**src/hw/rtl/siq_pkg.sv**
```systemverilog
// ----------------------------------------------------------------------------
// siq_pkg
// Shared sizes, op codes and sequencer states for the sorted insert queue.
// ----------------------------------------------------------------------------
package siq_pkg;

  localparam int DEPTH = 16;
  localparam int IDX_W = $clog2(DEPTH);
  localparam int CNT_W = $clog2(DEPTH + 1);
  localparam int SUM_W = CNT_W + 1;
  localparam int VAL_W = 32;
  localparam int OP_W  = 2;
  localparam int ECNT_W = 5;

  localparam int IN_FIELDS_W  = OP_W + VAL_W;
  localparam int IN_TDATA_W   = ((IN_FIELDS_W + 7) / 8) * 8;
  localparam int OUT_FIELDS_W = VAL_W + 1 + ECNT_W + 1;
  localparam int OUT_TDATA_W  = ((OUT_FIELDS_W + 7) / 8) * 8;

  typedef enum logic [OP_W-1:0] {
    OP_INSERT = 2'd0,
    OP_APPEND = 2'd1,
    OP_REMOVE = 2'd2
  } op_t;

  typedef enum logic [3:0] {
    ST_IDLE,
    ST_EXEC,
    ST_SCAN,
    ST_SCAN_CMP,
    ST_SHIFT_RD,
    ST_SHIFT_WR,
    ST_PLACE,
    ST_HEAD_WAIT,
    ST_FINISH
  } state_t;

endpackage

```
**src/hw/rtl/siq_ram.sv**
```systemverilog
// ----------------------------------------------------------------------------
// siq_ram
// Generic single-write, single-read RAM with a registered read port.
// ----------------------------------------------------------------------------
module siq_ram #(
  parameter int WIDTH = 32,
  parameter int DEPTH = 16
) (
  input  logic                     clk,
  input  logic                     we,
  input  logic [$clog2(DEPTH)-1:0] waddr,
  input  logic [WIDTH-1:0]         wdata,
  input  logic                     re,
  input  logic [$clog2(DEPTH)-1:0] raddr,
  output logic [WIDTH-1:0]         rdata
);

  logic [WIDTH-1:0] mem [DEPTH];

  always_ff @(posedge clk) begin
    if (we) begin
      mem[waddr] <= wdata;
    end
    if (re) begin
      rdata <= mem[raddr];
    end
  end

endmodule

```
**src/hw/rtl/sorted_insert_queue.sv**
```systemverilog
// ----------------------------------------------------------------------------
// sorted_insert_queue
// Bounded queue of signed values held in a circular RAM. Insert places a
// value at its sorted place, append adds at the tail, remove drops the head.
// ----------------------------------------------------------------------------
//  channel  | dir | word contents
//  ---------+-----+------------------------------------------------------------
//  s_axis   | in  | op, value: one command word
//  m_axis   | out | head_value, head_valid, entry_count, dropped: one status word
//
//  append, remove, no-op and refused writes need no scan or shift; insert walks
//  the entries it scans and then moves one RAM access at a time, as set by
//  the single RAM read port and one shared signed comparator.
//  one command in flight at a time; s_tready is high only when the sequencer idles.
//  a finished word waits in the output register while the next command is taken.
//  rst is synchronous; the queue comes out empty, RAM contents are not cleared.
// ----------------------------------------------------------------------------
module sorted_insert_queue (
  input  logic                            clk,
  input  logic                            rst,
  input  logic                            s_tvalid,
  output logic                            s_tready,
  input  logic [siq_pkg::IN_TDATA_W-1:0]  s_tdata,  // op[1:0], value[33:2]
  output logic                            m_tvalid,
  input  logic                            m_tready,
  output logic [siq_pkg::OUT_TDATA_W-1:0] m_tdata   // head_value[31:0], head_valid[32],
                                                     // entry_count[37:33], dropped[38]
);

  import siq_pkg::*;

  state_t state, state_next;

  op_t              op;
  logic [VAL_W-1:0] val;
  logic [CNT_W-1:0] occ, occ_next;
  logic [IDX_W-1:0] head_ptr, head_ptr_next;
  logic [VAL_W-1:0] head_val, head_val_next;
  logic [CNT_W-1:0] idx, idx_next;
  logic [CNT_W-1:0] pos, pos_next;
  logic             drop, drop_next;

  logic [VAL_W-1:0] out_head;
  logic             out_hvalid;
  logic [CNT_W-1:0] out_cnt;
  logic             out_drop;

  logic [CNT_W-1:0] log_idx;
  logic [IDX_W-1:0] addr;
  logic             ram_we, ram_re;
  logic [VAL_W-1:0] ram_wdata, ram_rdata;
  logic [VAL_W-1:0] cmp_a, cmp_b;
  logic             lt;
  logic             full;
  logic             accept;
  logic             out_free;
  logic             out_load;

  // logical position to RAM address, head_ptr marks logical zero
  function automatic logic [IDX_W-1:0] phys(input logic [IDX_W-1:0] base,
                                             input logic [CNT_W-1:0] ofs);
    logic [SUM_W-1:0] sum;
    sum = SUM_W'(base) + SUM_W'(ofs);
    if (sum >= SUM_W'(DEPTH)) begin
      sum = sum - SUM_W'(DEPTH);
    end
    return sum[IDX_W-1:0];
  endfunction

  assign addr     = phys(head_ptr, log_idx);
  assign lt       = $signed(cmp_a) < $signed(cmp_b);
  assign full     = (occ == CNT_W'(DEPTH));
  assign s_tready = (state == ST_IDLE);
  assign accept   = s_tvalid && s_tready;
  assign out_free = !m_tvalid || m_tready;
  assign out_load = (state == ST_FINISH) && out_free;

  siq_ram #(
    .WIDTH (VAL_W),
    .DEPTH (DEPTH)
  ) u_ram (
    .clk   (clk),
    .we    (ram_we),
    .waddr (addr),
    .wdata (ram_wdata),
    .re    (ram_re),
    .raddr (addr),
    .rdata (ram_rdata)
  );

  // next state
  always_comb begin
    state_next = state;
    case (state)
      ST_IDLE: begin
        if (accept) begin
          state_next = ST_EXEC;
        end
      end
      ST_EXEC: begin
        case (op)
          OP_INSERT: begin
            if (full) begin
              state_next = ST_FINISH;
            end else if (occ == '0 || lt) begin
              state_next = ST_SHIFT_RD;
            end else begin
              state_next = ST_SCAN;
            end
          end
          OP_APPEND: state_next = ST_FINISH;
          OP_REMOVE: begin
            state_next = (occ != '0) ? ST_HEAD_WAIT : ST_FINISH;
          end
          default: state_next = ST_FINISH;
        endcase
      end
      ST_SCAN: begin
        state_next = (idx < occ) ? ST_SCAN_CMP : ST_SHIFT_RD;
      end
      ST_SCAN_CMP: begin
        state_next = lt ? ST_SCAN : ST_SHIFT_RD;
      end
      ST_SHIFT_RD: begin
        state_next = (idx > pos) ? ST_SHIFT_WR : ST_PLACE;
      end
      ST_SHIFT_WR:  state_next = ST_SHIFT_RD;
      ST_PLACE:     state_next = ST_FINISH;
      ST_HEAD_WAIT: state_next = ST_FINISH;
      ST_FINISH: begin
        if (out_free) begin
          state_next = ST_IDLE;
        end
      end
      default: state_next = ST_IDLE;
    endcase
  end

  // datapath controls
  always_comb begin
    log_idx       = idx;
    ram_we        = 1'b0;
    ram_re        = 1'b0;
    ram_wdata     = val;
    cmp_a         = val;
    cmp_b         = head_val;
    occ_next      = occ;
    head_ptr_next = head_ptr;
    head_val_next = head_val;
    idx_next      = idx;
    pos_next      = pos;
    drop_next     = drop;
    case (state)
      ST_IDLE: begin
        if (accept) begin
          drop_next = 1'b0;
        end
      end
      ST_EXEC: begin
        case (op)
          OP_INSERT: begin
            if (full) begin
              drop_next = 1'b1;
            end else if (occ == '0 || lt) begin
              pos_next = '0;
              idx_next = occ;
            end else begin
              idx_next = CNT_W'(1);
            end
          end
          OP_APPEND: begin
            if (full) begin
              drop_next = 1'b1;
            end else begin
              log_idx  = occ;
              ram_we   = 1'b1;
              occ_next = occ + CNT_W'(1);
              if (occ == '0) begin
                head_val_next = val;
              end
            end
          end
          OP_REMOVE: begin
            if (occ != '0) begin
              // fetch the second entry, it becomes the head
              log_idx       = CNT_W'(1);
              ram_re        = 1'b1;
              head_ptr_next = addr;
              occ_next      = occ - CNT_W'(1);
            end
          end
          default: ;
        endcase
      end
      ST_SCAN: begin
        if (idx < occ) begin
          ram_re = 1'b1;
        end else begin
          pos_next = idx;
          idx_next = occ;
        end
      end
      ST_SCAN_CMP: begin
        cmp_a = ram_rdata;
        cmp_b = val;
        if (lt) begin
          idx_next = idx + CNT_W'(1);
        end else begin
          pos_next = idx;
          idx_next = occ;
        end
      end
      ST_SHIFT_RD: begin
        if (idx > pos) begin
          log_idx = idx - CNT_W'(1);
          ram_re  = 1'b1;
        end
      end
      ST_SHIFT_WR: begin
        ram_we    = 1'b1;
        ram_wdata = ram_rdata;
        idx_next  = idx - CNT_W'(1);
      end
      ST_PLACE: begin
        log_idx  = pos;
        ram_we   = 1'b1;
        occ_next = occ + CNT_W'(1);
        if (pos == '0) begin
          head_val_next = val;
        end
      end
      ST_HEAD_WAIT: begin
        head_val_next = ram_rdata;
      end
      default: ;
    endcase
  end

  always_ff @(posedge clk) begin
    if (rst) begin
      state    <= ST_IDLE;
      occ      <= '0;
      head_ptr <= '0;
      m_tvalid <= 1'b0;
    end else begin
      state    <= state_next;
      occ      <= occ_next;
      head_ptr <= head_ptr_next;
      if (out_load) begin
        m_tvalid <= 1'b1;
      end else if (m_tready) begin
        m_tvalid <= 1'b0;
      end
    end
  end

  always_ff @(posedge clk) begin
    if (accept) begin
      op  <= op_t'(s_tdata[OP_W-1:0]);
      val <= s_tdata[OP_W +: VAL_W];
    end
    head_val <= head_val_next;
    idx      <= idx_next;
    pos      <= pos_next;
    drop     <= drop_next;
    if (out_load) begin
      out_head   <= (occ != '0) ? head_val : '0;
      out_hvalid <= (occ != '0);
      out_cnt    <= occ;
      out_drop   <= drop;
    end
  end

  assign m_tdata = {(OUT_TDATA_W - OUT_FIELDS_W)'(0), out_drop, ECNT_W'(out_cnt),
                    out_hvalid, out_head};

  a_occ_bound: assert property (@(posedge clk) disable iff (rst)
    occ <= CNT_W'(DEPTH))
    else $error("occupancy above depth");

  a_accept_starts: assert property (@(posedge clk) disable iff (rst)
    accept |=> state == ST_EXEC)
    else $error("accepted command did not start");

  a_idle_holds_occ: assert property (@(posedge clk) disable iff (rst)
    state == ST_IDLE |=> $stable(occ))
    else $error("occupancy moved while idle");

  a_drop_full: assert property (@(posedge clk) disable iff (rst)
    m_tvalid && out_drop |-> out_cnt == CNT_W'(DEPTH))
    else $error("dropped reported with room left");

  a_head_flag: assert property (@(posedge clk) disable iff (rst)
    m_tvalid |-> out_hvalid == (out_cnt != '0))
    else $error("head valid disagrees with count");

endmodule

```
**config.mk**
```make
export PLATFORM = sky130hd
export DESIGN_NAME = sorted_insert_queue
export DESIGN_NICKNAME = d
export VERILOG_FILES = /design/src/hw/rtl/siq_pkg.sv /design/src/hw/rtl/siq_ram.sv /design/src/hw/rtl/sorted_insert_queue.sv
export SDC_FILE = /design/constraint.sdc
export NUM_CORES = 1
export LEC_CHECK = 0
export BUFFER_PORTS_ARGS = -buffer_cell sky130_fd_sc_hd__buf_2
export CORE_ASPECT_RATIO = 1.5
export CORE_UTILIZATION = 56
export CTS_CLUSTER_DIAMETER = 150
export DETAILED_ROUTE_END_ITERATION = 8
export GPL_ROUTABILITY_DRIVEN = 0
export PLACE_DENSITY = 0.76
export REMOVE_ABC_BUFFERS = 1
export SYNTH_ARGS = -nofsm -noshare
export SYNTH_HDL_FRONTEND = slang
export SYNTH_SLANG_ARGS = --single-unit
```
**constraint.sdc**
```tcl
create_clock -name clk -period 6.15 [get_ports clk]
set_input_delay 0.9225 -clock clk [delete_from_list [all_inputs] [get_ports clk]]
set_output_delay 0.9225 -clock clk [all_outputs]
set_load 0.005 [all_outputs]
```
# --- After elaboration in Yosys (flattened, before gate mapping) ---
# Memory sizes are Yosys's and may differ from the RTL's. A register that Yosys moved wholly into a read port is not among the register bits.
# Cells that the tools add are included.
totals:
  regBits: 130
  output_inout_bits: 42
  in_bits: 44
  elab_cells: 133
  ramBits: 512
  mem_count: 1
mem_list:
  columns: ["memory", "words", "word_bits", "read_ports", "rd_ports_with_merged_regs", "write_ports", "line_no", "text"]
  rows:
  - ["u_ram.mem", 16, 32, 1, 1, 1, "siq_ram.sv:18", "logic [WIDTH-1:0] mem [DEPTH];"]
classes:
  eq_ne: 26
  n_mux: 56
  reduce_logical: 26
  magnitude_cmp: 4
  addsub: 6
op_table:
  columns: ["cell", "n"]
  rows:
  - ["32-bit two-way mux", 7]
  - ["32-bit one-hot mux with 3 select lines", 1]
  - ["5-bit two-way mux", 15]
  - ["32-bit < comparator", 1]
  - ["4-bit one-hot mux with 8 select lines", 1]
  - ["5-bit one-hot mux with 2 select lines", 3]
  - ["5-bit one-hot mux with 3 select lines", 2]
  - ["4-bit two-way mux", 5]
  - ["5-bit one-hot mux with 4 select lines", 1]
  - ["2-bit inequality test, second input constant", 9]
  - ["4-bit by 3-bit == test with 1-bit output, second input constant", 4]
  - ["1-bit two-way mux", 13]
  - ["4-bit AND reduction", 3]
  - ["5-bit by 1-bit adder with 5-bit output, second input constant", 2]
  - ["5-bit zero test", 2]
  - ["5-bit by 1-bit subtractor with 5-bit output, second input constant", 2]
  - ["3-bit two-way mux", 3]
  - ["4-bit by 2-bit == test with 1-bit output, second input constant", 2]
  - ["4-bit one-hot mux with 2 select lines", 1]
  - ["4-bit by 5-bit adder with 6-bit output", 1]
  - ["6-bit by 5-bit greater-or-equal comparator with 1-bit output, second input constant", 1]
  - ["2-bit by 1-bit inequality test with 1-bit output, second input constant", 3]
  - ["3-bit inequality test, second input constant", 2]
  - ["6-bit AND reduction", 1]
  - ["25 further kinds", 33]

# --- Longest topological paths before layout ---
# Gate-level depths: netlist of run 1.
logic_depth:
  depth_word: 8
  mapped_depth: 18
  ltp_nobuf: 16

# --- Modules after synthesis ---
# A second synthesis of run 1 with hierarchy kept.
hier_totals:
  cells_unflattened: 1553
  area_unflattened_um2: 27923.0
by_module_without_submodules:
  columns: ["mod", "cells_per_inst", "area_each_um2", "seq_area_each_um2", "n_inst"]
  rows:
  - ["siq_ram", 838, 20155.6, 16335.7, 1]
  - ["sorted_insert_queue", 715, 7767.4, 3763.6, 1]

# --- Worst setup path after synthesis of run 1 ---
# OpenSTA, ideal clock, no wires.
synth_timing:
  kind: "register to register"
  startpoint: "register occ[0]"
  endpoint: "memory u_ram.mem[10][0] (enable)"
  t_arrival_ps: 6270
  path_stages_with_launch: 17
  path_slack_ps: -621
  n_path_buf: 3
  t_required_ps: 5649
  period_less_slack_ps: 6771
  setup_ps: 501
  path_cell_list: "dfxtp_1 -> inv_1 -> ha_1 -> or3b_1 -> nor2_1 -> inv_1 -> nand2_1 -> a21oi_1 -> a21oi_1 -> o211ai_1 -> ha_1 -> inv_1 -> fa_1 -> clkbuf_1 -> clkbuf_1 -> clkbuf_1 -> nor4_1"
synth_between:
  elab_chain_len: 7
  word_cells_on_any_way: 15
  classes_between: "add/sub (2); order compare (1); eq/ne (1); mux (10); reduce/logical (1)"
synth_lines:
  columns: ["item", "line_no", "text"]
  rows:
  - ["from (decl)", "sorted_insert_queue.sv:36", "logic [CNT_W-1:0] occ, occ_next;"]
  - ["from (signal assigned)", "sorted_insert_queue.sv:247", "occ <= occ_next;"]
  - ["5-bit == test or 5-bit nonzero test (tied branches)", "sorted_insert_queue.sv:72, sorted_insert_queue.sv:184", null]
  - ["5-bit two-way mux, on equally long branches", "sorted_insert_queue.sv:172, sorted_insert_queue.sv:184", null]
  - ["5-bit one-hot mux with 2 select lines", "sorted_insert_queue.sv:160", "case (op)"]
  - ["5-bit one-hot mux with 3 select lines", "sorted_insert_queue.sv:153", "case (state)"]
  - ["4-bit by 5-bit adder with 6-bit output", "sorted_insert_queue.sv:63", "sum = SUM_W'(base) + SUM_W'(ofs);"]
  - ["6-bit by 5-bit greater-or-equal comparator with 1-bit output or 4-bit by 1-bit subtractor with 4-bit output (tied branches)", "sorted_insert_queue.sv:64, sorted_insert_queue.sv:65", null]
  - ["4-bit two-way mux", "sorted_insert_queue.sv:64", "if (sum >= SUM_W'(DEPTH)) begin"]
  - ["to (decl)", "siq_ram.sv:18", null]
# Several ways; a longest one is shown, not always the timed one.

# --- Final worst setup path of run 1 ---
layout_timing:
  startpoint: "register idx[1]"
  endpoint: "register u_ram.rdata[5], read port of u_ram.mem (data pin)"
layout_between:
  elab_chain_len: 6
  word_cells_on_any_way: 15
  classes_between: "add/sub (3); order compare (3); mux (9)"
layout_lines:
  columns: ["item", "line_no", "text"]
  rows:
  - ["from (decl)", "sorted_insert_queue.sv:39", "logic [CNT_W-1:0] idx, idx_next;"]
  - ["from (signal assigned)", "sorted_insert_queue.sv:263", "idx <= idx_next;"]
  - ["5-bit by 1-bit subtractor with 5-bit output (tied with other cells)", "sorted_insert_queue.sv:215", "log_idx = idx - CNT_W'(1);"]
  - ["5-bit two-way mux or 5-bit one-hot mux with 2 select lines (tied branches)", "sorted_insert_queue.sv:214, sorted_insert_queue.sv:160", null]
  - ["5-bit one-hot mux with 3 select lines", "sorted_insert_queue.sv:153", null]
  - ["4-bit by 5-bit adder with 6-bit output", "sorted_insert_queue.sv:63", null]
  - ["6-bit by 5-bit greater-or-equal comparator with 1-bit output or 4-bit by 1-bit subtractor with 4-bit output (tied branches)", "sorted_insert_queue.sv:64, sorted_insert_queue.sv:65", null]
  - ["4-bit two-way mux", "sorted_insert_queue.sv:64", null]
  - ["to (decl)", "siq_ram.sv:15", "output logic [WIDTH-1:0] rdata"]
# Several ways; a longest one is shown, not always the timed one.
# A chain may end at the register's enable or synchronous reset.

==> summary.md, run 1 <==
| Metric | Value |
|---|---|
| Detailed-route DRC error count | 0 |
| Maxcap violations | 0 |
| Pleak | 10.73 nW |
| Post-CTS setup buffer count | 0 |
| CP required | 6.49 ns |
| Worst-margin pin slew | 1.117 ns |
| Nets | 1872 |
| Post-synth top area share | 69.77% |
| Slew Viols, Final | 0 |
| Clk Latency, worst-skew pair | 0.62 ns |
| Clock-pin transition on the worst setup and hold timing paths | around 0.070 ns |
| Synth Instances | 1695 |
| Final wirelength | 69.65 mm |
| Die ar. | 51650 sq um |
| Ranking of synthesized cells by area | edfxtp_1 70%, mux4_2 10%, nand2_1 2.9% |
| CTS Sinks | 674 |
| FF-to-FF End | u_ram.rdata[5] |
| DRT Pass-1 Iters | 5 |
| Hold Path Stages | 0 |
| Worst-case clock buffer depth | 3 |
| PnR Total Power | 0.01196 W |
| Clock root cell | clkbuf_16 |
| Final Hold Fails | 0 |
| Kind of end point of the critical path | flop |
| Clock skew | around 0.026 ns |
| Placed cells | about 2400 |
| EDFF count, synth | 660 |
| Fmax | approximately 0.2 GHz |
| Leading area contributor after synthesis | edfxtp_1 |
| Status | finished clean |
| Worst slew margin | 25.38% |
| Layout cells sized above 1 | 23.44% |
| # port buffers | 78 |
| Reg2Reg Setup Slack | 1.01 ns |
| Ys async rst share | 0% |
| RR Startpoint | idx[1] |
| # rows | 100 |
| Yosys reg bits | around 670 |
| Min-delay worst type | reg2reg |
| Initial antenna violation count | 0 |
| Resize count post-CTS | 0 |
| Pwr dens | 375.6 nW/um^2 |
| Hold-fix buffers, CTS | 0 |
| Register area share after synthesis | 70.75% |
| Largest net degree at the start of global routing | 70 |
| WP data arrival | around 5.5 ns |
| Critical path class | reg2reg |
| Worst Hold End | out_drop |
| Tot GR Track Use | ~28% |
| Final Instance Count excl. Fillers | 2490 |
| Source of the worst hold timing path | drop |
| CTS tree | done |
| Layout Area Growth over Synthesis | 12.13% |
| Syn Area/Cell | 16.76 sq um |
| Commonest non-fill, non-tap cell in the layout | edfxtp_1 |
| RSZ-0062 raised after global routing | no |
| Die Span Y | ~280 um |
| Post-route antenna net violation count | 0 |
| Initial DRC Count | 1971 |
| Dominant synthesized flop cell | edfxtp_1 |
| Worst-case reg-to-reg path depth | 15 |
| Wirelength per Cell | ~28 um |
| First-pass GRT wire length | 103.9 mm |
| GR Overflow Total | 0 |
| Core Region | ~50000 sq um |
| Mapped cell area | 28410 sq um |
| Post-DP HPWL | around 39 mm |
| Vias in the first global route | ~17000 |
| Vias per cell | around 6.6 |
| Overall die width | around 190 um |
| Crit path launch type | flop |
| Num CTS Buffers | 59 |
| Final Cycle Share | a little over four fifths |
| H-tree depth | 2 |
| Yosys Warn Count | 0 |
| Crit-path max FO | 48 |
| Highest-count cells in the layout ignoring fill and taps | 660 x edfxtp_1, 222 x nand2_1, 128 x mux4_2, 105 x nand4_1, 78 x buf_2 |
| Peak supply drop | roughly 0.00029 V |
| Top-Level Pins | 86 |
| Netlist cell types | 67 |
| Fin crit period | approximately 5.1 ns |
| Vias post-DR | 16384 |
| Initial core utilization | 57.05% |
| # setup viols final | 0 |
-- logic make-up after synthesis --
family          synth area share, %
simple gates                  7.968
fa+ha+maj                     2.273
flops                         70.75
compound gates                4.136
buf+inv                       1.934
mux                           12.61
xor+xnor                     0.3083
other cells                 0.01320
-- where the power goes --
group / total [W] / internal [W] / switching (W)
combinational: 0.00252 / 0.000995 / 0.00153
sequential: 0.00558 / 0.00544 / 0.000140
clock: 0.00387 / 0.00216 / 0.00170
-- layer usage --
layer / global-route usage, % / wire length [um]
met1: 34.57 / 24280
met2: 47.99 / 36400
met3: 3.781 / 5859
met4: 13.41 / 3108
met5: 0 / 0
-- registers in the layout, indices dropped and copies added, names as in the netlist, 5 cells and up --
signal,count
head_val,32
pos,5
u_ram.mem,512
out_cnt,5
idx,5
u_ram.rdata,32
out_head,32
val,32
occ,5
-- stage by stage --
step                setup TNS [ns]  setup WS [ns]  hold slack (ns)  util [%]  cell area, sq um
floorplan                 -2410.43         -5.915           0.4003         -             27940
global placement                 0          1.143           0.4061     59.88             29820
detailed placement               0          1.057           0.4146     59.88             29820
CTS                              0          1.042           0.4292     63.96             31850
global route                     0         0.6055           0.4322     63.96             31850
finish                           0          1.010           0.4258     63.96             31850
-- synthesized netlist by cell type (2+ instances only) --
library cell / instances
edfxtp_1: 660
nand2_1: 223
mux4_2: 128
nand4_1: 105
clkbuf_1: 74
o211ai_1: 69
ha_1: 50
nor2b_1: 36
mux2i_1: 34
mux2_2: 32
nor2_1: 30
a21oi_1: 29
inv_1: 23
buf_2: 22
o21ai_0: 17
nand3_1: 16
dfxtp_1: 14
buf_1: 12
nor3_1: 12
nor4_1: 9
xnor2_1: 8
and3_1: 7
a211oi_1: 6
a21o_1: 6
buf_4: 4
or3_1: 4
a211o_1: 3
a311o_1: 3
a31oi_1: 3
and2_1: 3
nand2b_1: 3
nand3b_1: 3
o21a_1: 3
o21ai_1: 3
o221ai_1: 3
o22ai_1: 3
a22oi_1: 2
a41oi_1: 2
or2_2: 2
xor2_1: 2
-- worst max path at each step --
stage | cells after the start | slack, ns | start | to
floorplan | 12 | -5.91 | occ[0] | u_ram.mem[3][0]
global placement | 15 | 1.14 | idx[1] | u_ram.rdata[5]
detailed placement | 15 | 1.06 | idx[1] | u_ram.rdata[2]
CTS | 15 | 1.04 | idx[1] | u_ram.rdata[2]
global route | 16 | 0.61 | idx[1] | u_ram.mem[11][13]
finish | 15 | 1.01 | idx[1] | u_ram.rdata[5]
-- final cells by class --
class / instances / area (sq um)
multi-input combinational: 886 / 7975
clock inverter: 47 / 539.3
timing repair buffer: 133 / 828.3
tap: 663 / 829.5
fill: 3437 / 17950
inverter: 23 / 86.33
clock buffer: 63 / 1491
antenna: 1 / 2.502
sequential: 674 / 20100
-- critical path: stages (launching register included) --
cell      delay [ns]
edfxtp_1        0.57
ha_1            0.38
nor2b_1         0.13
o21a_1          0.16
o21ai_1         0.17
a21oi_1         0.15
o211ai_1        0.20
nand3_1         0.10
o211ai_1        0.19
ha_4            0.19
inv_1           0.05
fa_4            1.29
buf_4           0.58
mux4_2          0.39
o211ai_1        0.12
nand4_1         0.13
No activity file was read; power rests on OpenSTA's default activity.
==> run 2: changes to the inputs <==
- CORE_UTILIZATION: 56 -> 57
- PLACE_DENSITY: 0.76 -> 0.74
- clock period: 6.15 -> 5 ns (I/O delays scaled with it)
==> run 2 against run 1 <==
Final cell count rose by 0.60%. Sequential power rose by 22%. Die area fell by 1.7%. Clock power rose by 18%. Register-to-register slack got worse by 0.63 ns. Fmax rose by 11%. Via count rose by 1.2%. Sequential share of layout area fell by 0.69 points. Power rose by 23%. Global-route usage rose by 0.95 points. Cell area rose by 1.1%. Highest routed layer is now met5.
==> summary.md, run 2 (synthesis gave the netlist of run 1 again) <==
| Metric | Value |
|---|---|
| Switching Fraction | 28.22% |
| Peak supply drop | 0.0003281 V |
| Pwr dens | 457.1 nW/um^2 |
| Worst-case reg-to-reg path depth | 13 |
| Clock-pin transition on the worst setup and hold timing paths | roughly 0.07 ns |
| Nets | 1896 |
| CP Cell Sequence | and4bb_1 > buf_4 > buf_4 > nand2_1 > nand2_1 > ha_1 > a211oi_1 > o211ai_1 > o221ai_1 > a21boi_0 > a211oi_2 > a21oi_1 > a311o_1 |
| # port buffers | 78 |
| Post-CTS setup buffer count | 0 |
| Tot GR Track Use | a little under 30% |
| # rows | between 90 and 100 |
| RSZ-0062 raised after global routing | no |
| Critical path class | reg2reg |
| Overall die width | between 150 and 200 um |
| CTS tree | done |
| Min-delay worst type | in2reg |
| Clock skew | 0.02949 ns |
| Die ar. | 50750 sq um |
| Final wirelength | 70.92 mm |
| Largest register by flop count | u_ram.mem |
| N_diodes | 0 |
| Fin crit period | 4.623 ns |
| Worst-path cell with the longest stage delay | a211oi_2 |
| Post-place setup slack | 0.3653 ns |
| DRT Pass-1 Iters | 7 |
| Maxcap violations | 0 |
| Initial antenna violation count | 3 |
| Fin util | 65.82% |
| Delay-heaviest family, CP | compound AO/OA/AOI/OAI gates |
| Pint | 0.01057 W |
| Hold Path Stages | 1 |
| Max FFs per register | 512 |
| CP required | 5.35 ns |
| CTS Sinks | around 670 |
| GR Overflow Total | 0 |
| Crit-path max FO | 12 |
| Detailed-route DRC error count | 0 |
| Psw | 0.004155 W |
| WP data arrival | 4.98 ns |
| Layout cells sized above 1 | between 20% and 30% |
| Initial DRC Count | 1750 |
| Combinational share of power | 22.5% |
| Flop pwr share | 46.4% |
| Reg2Reg Setup Slack | 0.38 ns |
| Core Region | 48930 sq um |
| Source of the worst hold timing path | s_tdata[7] |
| Vias per cell | between 6 and 7 |
| Highest-count cells in the layout ignoring fill and taps | 660 x edfxtp_1, 222 x nand2_1, 128 x mux4_2, 105 x nand4_1, 78 x buf_2 |
| Setup slack after layout | 0.3770 ns |
| Worst Hold End | val[5] |
| Top-Level Pins | 86 |
| CP peak stage delay | approximately 0.73 ns |
| # setup viols final | 0 |
| Layout Area Growth over Synthesis | 13.37% |
| Vias post-DR | 16582 |
| Wirelength per Cell | 28.31 um |
| Vias in the first global route | 16631 |
| Worst-case clock buffer depth | 3 |
| Num CTS Buffers | 59 |
| Final Cycle Share | 92.46% |
| Crit path launch type | flop |
| Worst slew margin | 21.03% |
| Status | finished clean |
| Clock power frac | between 30 and 40% |
| Worst-margin pin slew | 1.183 ns |
| Commonest non-fill, non-tap cell in the layout | edfxtp_1 |
| Fmax | around 0.22 GHz |
| CP Buf/Inv Count | 2 |
| Post-DP HPWL | 41.48 mm |
| Initial core utilization | 58.06% |
| First-pass GRT wire length | 104.9 mm |
| H-tree depth | 2 |
| Largest net degree at the start of global routing | 70 |
| RR Startpoint | state[3] |
| Clk Latency, worst-skew pair | 0.63 ns |
| Slew Viols, Final | 0 |
| Kind of end point of the critical path | flop |
| Final Hold Fails | 0 |
| Post-route antenna net violation count | 0 |
| Pleak | 10.90 nW |
| Clock root cell | clkbuf_16 |
| Die Span Y | 275.4 um |
| FF-to-FF End | idx[3] |
==> run 2: cell count changes in the layout (fill, tap and decap cells not counted), sizes merged <==
cell      change
buf          +24
bufinv        -2
clkinvlp      -3
diode         -1
inv           -7
clkbuf        +8
clkinv        +3
==> run 2: worst max path at each step <==
stage	from	endpoint	slack, ns	cells after the start
6_report	state[3]	idx[3]	0.38	13
5_1_grt	occ[1]	u_ram.mem[6][17]	0.18	15
4_1_cts	pos[1]	u_ram.mem[14][2]	0.34	16
2_1_floorplan	occ[0]	u_ram.mem[3][0]	-7.06	12
3_3_place_gp	pos[1]	u_ram.mem[6][17]	0.49	16
3_5_place_dp	pos[1]	u_ram.mem[14][15]	0.37	16
==> run 2: stage by stage <==
stage | total power, W | hold WS, ns | TNS, ns | instance area (sq um) | cells
floorplan | 0.009298 | 0.4003 | -3043.18 | 27940 | 1583
finish | 0.01472 | 0.2938 | 0 | 32200 | 2505
global placement | 0.01014 | 0.4081 | 0 | 30270 | 2396
global route | 0.01522 | 0.2785 | 0 | 32200 | 2505
CTS | 0.01476 | 0.2676 | 0 | 32200 | 2505
detailed placement | 0.01024 | 0.4182 | 0 | 30270 | 2396
==> run 2: cell type report <==
class | instances | area, sq um
Fill cell | 3273 | 16720
Clock inverter | 38 | 410.4
Timing Repair Buffer | 157 | 1284
Tap cell | 656 | 820.8
Inverter | 23 | 86.33
Multi-Input combinational cell | 886 | 7983
Sequential cell | 674 | 20100
Clock buffer | 71 | 1521
==> run 2: timing repair <==
item | in CTS | in global routing
gates resized for setup | 0 | 1
setup endpoints to repair | 0 | 18
hold buffers | 0 | 0
==> run 2: routing by layer <==
metal	up-vias	global-route usage [%]	wire, um
li1	6998	-	-
met1	8307	37.01	25060
met5	-	0	27
met2	1064	48.76	35930
met4	4	13.55	3464
met3	209	4.249	6435
==> run 2: power groups by stage <==
| stage | clock [W] | sequential [W] | combinational [W] |
|---|---|---|---|
| 2_1_floorplan | 0 | 0.00691 | 0.00239 |
| 5_1_grt | 0.00483 | 0.00684 | 0.00355 |
| 3_5_place_dp | 0 | 0.00694 | 0.00329 |
| 4_1_cts | 0.00463 | 0.00682 | 0.00331 |
| 6_report | 0.00458 | 0.00683 | 0.00331 |
| 3_3_place_gp | 0 | 0.00693 | 0.00321 |
==> run 2: worst register-to-register path, delay by kind of cell, from the launching register on <==
family | cells | cell delay (ns)
AOI/OAI and AO/OA | 7 | 2.27
and+or+nand+nor | 3 | 0.84
buffers and inverters | 2 | 0.54
DFF | 1 | 0.45
adders and majority gates | 1 | 0.27
==> run 3: changes to the inputs <==
- CORE_MARGIN: unset -> 4
- PLACE_DENSITY: 0.74 -> 0.85
==> run 3 against run 2 <==
Count of clock-buffer cells in the layout is 6 lower. Combinational power hardly changed. Worst setup slack worse by 0.22 ns. First-iteration DRC count is 30% higher. Clock power is 2% lower. Sequential cell count stayed put. Cell area is 0.63% lower. Power is 0.65% lower. Final cell count is 0.44% lower. Critical endpoint is now u_ram.mem[10][9].
==> summary.md, run 3 (synthesis gave the netlist of run 1 again) <==
| Metric | Value |
|---|---|
| Clk Latency, worst-skew pair | 0.61 ns |
| Layout Area Growth over Synthesis | 12.65% |
| Highest-count cells in the layout ignoring fill and taps | 660 x edfxtp_1, 223 x nand2_1, 128 x mux4_2, 105 x nand4_1, 78 x buf_2 |
| WP data arrival | 5.11 ns |
| Post-CTS setup buffer count | 0 |
| Overall die width | roughly 190 um |
| Vias per cell | 6.903 |
| Largest net degree at the start of global routing | 66 |
| Slew Viols, Final | 0 |
| Critical path class | reg2reg |
| Wirelength per Cell | ~29 um |
| Crit path launch type | flop |
| Detailed-route DRC error count | 0 |
| Die Span Y | 281.4 um |
| Top-Level Pins | 86 |
| Area of the multi-input gates | 7981 sq um |
| CTS Sinks | slightly below 700 |
| Post-DP HPWL | 42.60 mm |
| Final wirelength | 72.51 mm |
| Placed cells | 2389 |
| RR Startpoint | pos[1] |
| CTS tree | done |
| Status | finished clean |
| Fin util | ~65% |
| First-pass GRT wire length | 108.8 mm |
| # port buffers | 78 |
| Commonest non-fill, non-tap cell in the layout | edfxtp_1 |
| GR Overflow Total | 0 |
| PnR Total Power | 0.01463 W |
| FF-to-FF End | u_ram.mem[10][9] |
| Maxcap violations | 0 |
| Vias in the first global route | around 18000 |
| Clock skew | 0.01975 ns |
| Max FFs per register | 512 |
| Hold Path Stages | 1 |
| Worst Hold End | val[4] |
| Pwr dens | 457.1 nW/um^2 |
| Source of the worst hold timing path | s_tdata[6] |
| Initial antenna violation count | 0 |
| Fin crit period | between 4 and 5 ns |
| Worst-case clock buffer depth | 3 |
| Reg2Reg Setup Slack | 0.15 ns |
| Final Hold Fails | 0 |
| N_diodes | 0 |
| Kind of end point of the critical path | flop |
| Clock-pin transition on the worst setup and hold timing paths | 0.07 ns |
| DRT Pass-1 Iters | 5 |
| RSZ-0062 raised after global routing | no |
| Die ar. | between 50000 and 60000 sq um |
| Initial core utilization | 58.06% |
| CP required | 5.27 ns |
| Worst slew margin | 15.19% |
| # setup viols final | 0 |
| Post-route antenna net violation count | 0 |
| Min-delay worst type | in2reg |
| Tot GR Track Use | 27.00% |
| Largest register by flop count | u_ram.mem |
| Worst-case reg-to-reg path depth | 17 |
| # rows | 99 |
| Vias post-DR | around 17000 |
| Nets | 1887 |
| Fmax | 0.2064 GHz |
| Initial DRC Count | 2273 |
| Num CTS Buffers | 57 |
| Layout cells sized above 1 | between 20% and 30% |
| Peak supply drop | 0.0003533 V |
| Sequential Area | 20100 sq um |
| Pleak | between 10 and 15 nW |
| Core Region | 48930 sq um |
| Layout fillers | 2987 |
| Final Cycle Share | 96.92% |
| Worst-margin pin slew | 1.271 ns |
| Final Instance Count excl. Fillers | 2494 |
| H-tree depth | 2 |
| Crit-path max FO | 16 |
| Clock root cell | clkbuf_16 |
==> run 3: cell count changes in the layout (fill, tap and decap cells not counted), moves of 2 or more <==
cell / previous run / this run
inv_6: 1 / 3
clkbuf_1: 12 / 8
dfxtp_2: 0 / 3
buf_12: 24 / 16
clkbuf_16: 59 / 57
dfxtp_1: 14 / 11
==> run 3: what timing repair did <==
action / in CTS / in global routing
hold buffers: 0 / 0
endpoints found under the setup margin: 0 / 35
gates resized for setup: 0 / 7
==> run 3: where the power goes <==
group          internal, W  switching (W)  total (W)
sequential         0.00669       0.000157    0.00684
combinational      0.00131        0.00198    0.00330
clock              0.00247        0.00201    0.00449
==> run 3: metrics by stage <==
step / area, sq um / setup slack (ns) / hold WS (ns) / setup TNS (ns)
5_1_grt: 32000 / 0.02687 / 0.2960 / 0
2_1_floorplan: 27940 / -7.065 / 0.4003 / -3043.18
3_5_place_dp: 30110 / 0.2620 / 0.4115 / 0
6_report: 32000 / 0.1540 / 0.3139 / 0
3_3_place_gp: 30110 / 0.4397 / 0.4047 / 0
4_1_cts: 31980 / 0.1275 / 0.2932 / 0
==> run 3: final cells by class <==
class	instances	share of cell area [%]
sequential	674	62.82
multi-input combinational	886	24.94
clock buffer	65	4.551
timing repair buffer	150	3.546
tap	656	2.565
clock inverter	40	1.306
inverter	23	0.2698
==> run 3: critical path, stage by stage, from the launching register on <==
cell	delay [ns]
edfxtp_1	0.34
inv_1	0.08
ha_1	0.30
nor2b_1	0.17
o21a_1	0.14
o21ai_1	0.08
a21oi_1	0.30
o211ai_1	0.15
and2_1	0.18
a211o_1	0.33
ha_1	0.28
a21o_1	0.15
a21oi_1	0.27
xnor2_2	0.23
or3_2	0.24
nand2_1	0.29
nor4_2	0.55
buf_4	0.42
==> run 3: worst max-delay path by stage <==
stage,end,slack (ns),from
after global routing,u_ram.mem[10][1],0.03,idx[1]
after global placement,u_ram.mem[11][16],0.44,idx[1]
after floorplan,u_ram.mem[3][0],-7.06,occ[0]
after detailed placement,u_ram.mem[11][16],0.26,pos[1]
after CTS,idx[3],0.13,state[3]
final,u_ram.mem[10][9],0.15,pos[1]
==> run 3: per-layer routing <==
layer	wire (um)	track usage (%)	share of wire, %	vias up
li1	-	-	-	6964
met4	4141	13.88	5.7	0
met3	7331	4.967	10	302
met1	23640	33.44	33	8566
met5	0	0	0	-
met2	37400	45.95	52	1385
